==> src/design/spm_pkg.sv <==
// shared constants and types for the segment plane mask sampler
package spm_pkg;

    // command codes carried on cmd
    localparam logic CMD_WRITE  = 1'b0;
    localparam logic CMD_SAMPLE = 1'b1;

    // configuration register indexes, one 8-byte slot each
    typedef enum logic [2:0] {
        REG_ROW_X       = 3'd0,
        REG_ROW_Y       = 3'd1,
        REG_ROW_Z       = 3'd2,
        REG_OFFSET_X    = 3'd3,
        REG_OFFSET_Y    = 3'd4,
        REG_OFFSET_Z    = 3'd5,
        REG_MASK_WIDTH  = 3'd6,
        REG_MASK_HEIGHT = 3'd7
    } reg_idx_t;

    // fixed point layout
    localparam int COEF_W    = 16;    // Q4.12 matrix coefficient
    localparam int COEF_FRAC = 12;
    localparam int U_BITS    = 30;    // crossing fraction, Q0.30

    // reset values of the configuration
    localparam logic [47:0] ROW_X_RESET = 48'h0000_0000_1000;
    localparam logic [47:0] ROW_Y_RESET = 48'h0000_1000_0000;
    localparam logic [47:0] ROW_Z_RESET = 48'h1000_0000_0000;
    localparam logic [8:0]  SIZE_RESET  = 9'd256;

    // divide by three as multiply by 683 and shift by 11, exact below 768
    localparam logic [9:0] LUM_RECIP = 10'd683;
    localparam int         LUM_SHIFT = 11;

endpackage

==> src/design/spm_div.sv <==
// pipelined restoring divider, one quotient bit per stage, with side tag
module spm_div #(
    parameter int NW = 32,
    parameter int QW = spm_pkg::U_BITS,
    parameter int TW = 8
) (
    input  logic          clk,
    input  logic          rst_n,
    input  logic          in_valid,
    input  logic [NW-1:0] in_num,
    input  logic [NW:0]   in_den,
    input  logic [TW-1:0] in_tag,
    output logic          out_valid,
    output logic [QW-1:0] out_quo,
    output logic [TW-1:0] out_tag
);

    localparam int RW = NW + 1;

    logic          val_reg [QW];
    logic [RW-1:0] rem_reg [QW];
    logic [RW-1:0] den_reg [QW];
    logic [QW-1:0] quo_reg [QW];
    logic [TW-1:0] tag_reg [QW];

    for (genvar i = 0; i < QW; i++) begin : g_step
        logic          val_in;
        logic [RW-1:0] rem_in;
        logic [RW-1:0] den_in;
        logic [QW-1:0] quo_in;
        logic [TW-1:0] tag_in;
        logic [RW:0]   shifted;
        logic [RW:0]   diff;
        logic          ge;

        // stage inputs come from the ports or the stage before
        if (i == 0) begin : g_first
            assign val_in = in_valid;
            assign rem_in = RW'(in_num);
            assign den_in = in_den;
            assign quo_in = '0;
            assign tag_in = in_tag;
        end else begin : g_next
            assign val_in = val_reg[i-1];
            assign rem_in = rem_reg[i-1];
            assign den_in = den_reg[i-1];
            assign quo_in = quo_reg[i-1];
            assign tag_in = tag_reg[i-1];
        end

        // shift in one zero bit and try the subtract
        assign shifted = {rem_in, 1'b0};
        assign diff    = shifted - {1'b0, den_in};
        assign ge      = shifted >= {1'b0, den_in};

        always_ff @(posedge clk or negedge rst_n)
        begin
            if (!rst_n)
            begin
                val_reg[i] <= 1'b0;
            end
            else
            begin
                val_reg[i] <= val_in;
            end
        end

        always_ff @(posedge clk)
        begin
            rem_reg[i] <= ge ? diff[RW-1:0] : shifted[RW-1:0];
            den_reg[i] <= den_in;
            quo_reg[i] <= {quo_in[QW-2:0], ge};
            tag_reg[i] <= tag_in;
        end
    end

    assign out_valid = val_reg[QW-1];
    assign out_quo   = quo_reg[QW-1];
    assign out_tag   = tag_reg[QW-1];

    // a beat leaves once it has passed through all QW stages after entering
    a_div_latency: assert property (@(posedge clk) disable iff (!rst_n)
        out_valid |-> $past(in_valid, QW))
        else $error("divider beat without matching entry");

    // an entering beat is always taken by the first stage
    a_div_enter: assert property (@(posedge clk) disable iff (!rst_n)
        in_valid |=> val_reg[0])
        else $error("divider dropped an entering beat");

    // a leaving beat carries a known quotient
    a_div_quo_known: assert property (@(posedge clk) disable iff (!rst_n)
        out_valid |-> !$isunknown(out_quo))
        else $error("divider quotient unknown on a valid beat");

endmodule

==> config.mk <==
export PLATFORM = sky130hd
export DESIGN_NAME = spm_div
export DESIGN_NICKNAME = d
export VERILOG_FILES = /design/src/design/spm_pkg.sv /design/src/design/spm_div.sv
export SDC_FILE = /design/constraint.sdc
export NUM_CORES = 2
export LEC_CHECK = 0
export BUFFER_PORTS_ARGS = -buffer_cell sky130_fd_sc_hd__buf_4
export CORE_MARGIN = 1
export CORE_UTILIZATION = 47
export DETAILED_ROUTE_END_ITERATION = 10
export REMOVE_ABC_BUFFERS = 1
export SETUP_SLACK_MARGIN = 0.15
export SYNTH_ARGS = -nofsm -noshare
export SYNTH_HDL_FRONTEND = slang
export SYNTH_SLANG_ARGS = --single-unit
==> constraint.sdc <==
create_clock -name clk -period 4.6 [get_ports clk]
set_input_delay 0 -clock clk [delete_from_list [all_inputs] [get_ports clk]]
set_output_delay 0 -clock clk [all_outputs]
set_load 0.02 [all_outputs]
======== Word level (Yosys, flattened, before mapping) ========
Memories as Yosys holds them, arrays and structs flattened.
Cells that the tools add are included.
Widths: inputs -> output; s select.
cells by class
  order comparisons ....................... 30
  multiplexer cells ....................... 30
  add/sub/neg operators ................... 30
operators by type and width
  kind            number
  $mux 33         30
  $sub 33x33->33  30
  $ge 34x33->1    29
  $ge 33x33->1    1
word-level totals
  flip-flop bits (word level) ............. 30
  memories ................................ 4
  output and inout bits ................... 39
  bits in writable memories ............... 3120
memories
  name     depth  width  rd ports  clocked after Yosys merged registers in  wr ports  line           RTL
  den_reg  30     33     29        0                                        30        spm_div.sv:22  logic [RW-1:0] den_reg [QW];
  rem_reg  30     33     29        0                                        30        spm_div.sv:21  logic [RW-1:0] rem_reg [QW];
  quo_reg  30     30     30        0                                        30        spm_div.sv:23  logic [QW-1:0] quo_reg [QW];
  tag_reg  30     8      30        0                                        30        spm_div.sv:24  logic [TW-1:0] tag_reg [QW];

======== Depth between registers and ports, before layout ========
An unclocked memory read counts as a cell.
  depth after elaboration ................. 3
  depth in mapped cells ................... 15
  gate-level depth less buffers ........... 13

======== Least setup slack after synthesis ========
OpenSTA, ideal clock, no wires.
  path kind ............................... register to register
  from .................................... memory den_reg[1][332] in the netlist's numbering
  to ...................................... memory rem_reg[1][368] in the netlist's numbering
  stages on the path, launching flop included .. 14
  slack ................................... 1.295 ns
  setup time .............................. 0.121 ns
  data arrival time ....................... 3.184 ns
  buffers on the path ..................... 1
  clock period less this slack ............ 3.305 ns
  cell sequence ........................... dfxtp_1 inv_1 ha_1 nor2b_1 o31a_1 o31ai_2 a311oi_1 o21bai_1 a311o_1 nand2_1 a311o_1 a211oi_4 buf_4 mux2_2
RTL lines
  item             line
  start, declared  spm_div.sv:22
  end, declared    spm_div.sv:21

==> metrics.txt <==
outcome=finished clean; Syn Area/Cell=9.46 µm²; GRT busiest layer=met2; Syn Inst Count=12400; measured slew at the worst slew-check pin=1.24 ns; met3 usage=3.21%; Worst Path Buf+Inv=4; Die W=501 µm; Pre-Repair DR Iteration Count=6; cell taking the most area after synthesis=dfxtp_1; Gate power share=47.4%; startpoint types=input pin; Max FO, Critical Path=3; post-placement cell area=122000 µm²; Switch Pwr=43.3 mW; family with the most delay on the worst path=compound AO/OA/AOI/OAI gates; Initial Util=47.4%; Seq pwr share=31.0%; Worst Setup Path Type=input pin to flip-flop; Post-Place Cells=15500; wire length per cell=18.2 µm; Post-route DRC=0; Max-Cap Viols=0; Worst EP arrival=5.10 ns; gpl congestion=0.931; crit share post-route=93.5%; Finished Layout Cells=16300; CP cell instances=dlygate4sd3_1 > buf_4 > dlygate4sd3_1 > fa_1 > nor2b_1 > o21bai_1 > a311oi_1 > o21ai_0 > a21boi_0 > o21ai_0 > o21ai_0 > o31ai_1 > xnor2_1 > mux2_2 > dlygate4sd3_1; Initial DRC Count=5697; Clk pin slew, worst setup/hold paths=0.06 ns; fmax=0.232 GHz; later-pin clock latency in the skew report=0.95 ns; Root Buffer Master=clkbuf_16; leak pwr=61.6 nW; Setup Viol. Count Final=0; io pins=115; Clock Path Buffers=4; register-to-register setup slack=0.47 ns; largest cells by area after synthesis=dfxtp_1 (45%), ha_1 (11%), a21oi_1 (4.2%), inv_1 (4.0%), mux2_2 (3.6%); antenna violations before repair=8; vias in the first global route=85300; EDFF count, synth=0; I/O Buffers=114; GR met2 Demand/Resource=38.5%; area share of the largest cell type after synthesis=44.8%; max incr delay on CP=0.60 ns; most frequent cells in the layout=dfxtp_1 (2619), inv_1 (1232), ha_1 (989); first-pass GRT wire length=468000 µm; crit path time final=4.30 ns; Post-synth top flop=dfxtp_1; GR Util met1=30.8%; Global Route Usage Sum=23.2%; Slew HR=16.5%; Peak VDD IR=384 µV; Slew Limit Fails=0; Critical-path top delay cell=dlygate4sd3_1; class of the worst hold path=input pin to asynchronous set/reset pin; Pwr Total=112 mW; FFs w/ async S/R, synth=1.13%; final core utilization=54.1%; synth unique cells=92; pwr/cell area=838 nW/µm²; unrepaired setup endpoints after global routing=no; Crit path required time=5.40 ns; vias=86700; most common cell after layout, fill and taps aside=dfxtp_1; Int Pwr=68.7 mW; ratio of cells with drive above 1 in the final layout=9.14%; hpwl dp=230000 µm; CTS Buf Count=305; sw frac=38.7%; clk_skew=0.0911 ns; Die H=501 µm; cell row count=182; total die area=251000 µm²; count of final hold-check violations=0; clk sinks=2649; Cell Area, Synth=117000 µm²; Finished Cell Area=134000 µm²; vias per cell=5.34; Congestion Overflow GR=0; post-route ant nets=0; CP endpoint kind=flip-flop; synth-to-layout area growth=14.1%; CTS tree=done; #FFs+latches synth=2649; final WL=295000 µm; Core ar.=247000 µm²; Synth warnings=0; Seq/Total Area, Yosys=45.4%; Final nets=13800; pin count of the biggest net entering global routing=67; htree depth=5; Clock power frac=21.6%
==> final cells by class <==
cell class,instances,area (µm²)
clock inverter,106,1320
sequential,2649,53200
tap,3312,4140
timing repair buffer,368,3390
fill,22100,113000
clock buffer,420,8800
antenna,7,17.5
inverter,1232,4620
multi-input combinational,8160,58100
==> worst paths after layout <==
check                                 from          endpoint  cells after the start
setup reg to reg           den_reg[0][200]   rem_reg[0][237]                     12
setup / recovery                 in_den[0]    rem_reg[0][30]                     15
hold reg to reg            quo_reg[0][244]   quo_reg[0][275]                      0
hold / removal                       rst_n         out_valid                      4
min in group clk                 in_num[7]     rem_reg[0][8]                      5
max in group asynchronous            rst_n  g_step[5].val_in                      4
==> worst register-to-register path, cell delays in order, from the launching register on <==
cell and delay, ns:
dfxtp_1 0.32, inv_1 0.04, ha_1 0.33, nor2b_1 0.17, o21bai_1 0.22, a311oi_1 0.29
a2111oi_0 0.94, nor2_1 0.18, a21o_1 0.29, a21oi_1 0.20, o21a_2 0.57, buf_4 0.31
o21ai_0 0.11
==> power by group through the flow <==
stage	clock network [mW]	logic, mW	registers (mW)
6_report	24.1	53.1	34.7
5_1_grt	25.8	59.0	35.4
4_1_cts	24.8	52.8	34.8
3_5_place_dp	0	52.2	35.2
3_3_place_gp	0	51.7	35.3
2_1_floorplan	0	39.9	33.1
==> cells in the mapped netlist, drive strengths merged, types with 25 or more instances <==
cell and number:
fa 29, nand2b 146, and4 30, a211oi 104
o31a 26, nor4 28, a21o 526, ha 989
nand4 143, a2111oi 27, a21oi 985, and3 77
inv 1232, nand3 172, a31oi 98, dfxtp 2619
o21bai 144, a21boi 38, and2 59, o31ai 93
buf 64, or2 29, nor2 599, dfrtp 30
mux2 405, clkbuf 262, nor2b 131, a211o 34
a41oi 26, xnor2 475, o211ai 41, a311oi 25
o21ai 834, xor2 334, nand2 931, a31o 34
o21a 128, nor3 130, or3 35
==> what timing repair did <==
action / 4_1_cts / 5_1_grt
endpoints found under the hold margin: 106 / 0
gates resized for setup: 0 / 2
buffers inserted: 0 / 2
hold buffers: 171 / 0
setup endpoints to repair: 0 / 19
==> metrics by stage <==
step	hold WS (ns)	setup WS [ns]	TNS, ns
finish	0.142	0.299	0
global route	0.0902	0.262	0
CTS	0.00574	0.221	0
floorplan	-0.296	-4.77	-283.29
global placement	-0.0656	0.266	0
detailed placement	-0.0510	0.315	0
==> cell families after synthesis <==
logic type,after synthesis,share of synthesized area (%)
compound gates,3355,18.0
xor+xnor,809,6.05
fa+ha+maj,1018,11.1
buf+inv,1558,5.07
flops,2649,45.4
mux,424,4.15
simple gates,2554,10.2
==> routing by layer <==
layer / wire [µm] / part of all wire [%]
met1: 137000 / 46
met2: 135000 / 46
met3: 13300 / 4.5
met4: 9350 / 3.2
met5: 13 / 0.0044
No activity file was read; power rests on OpenSTA's default activity.
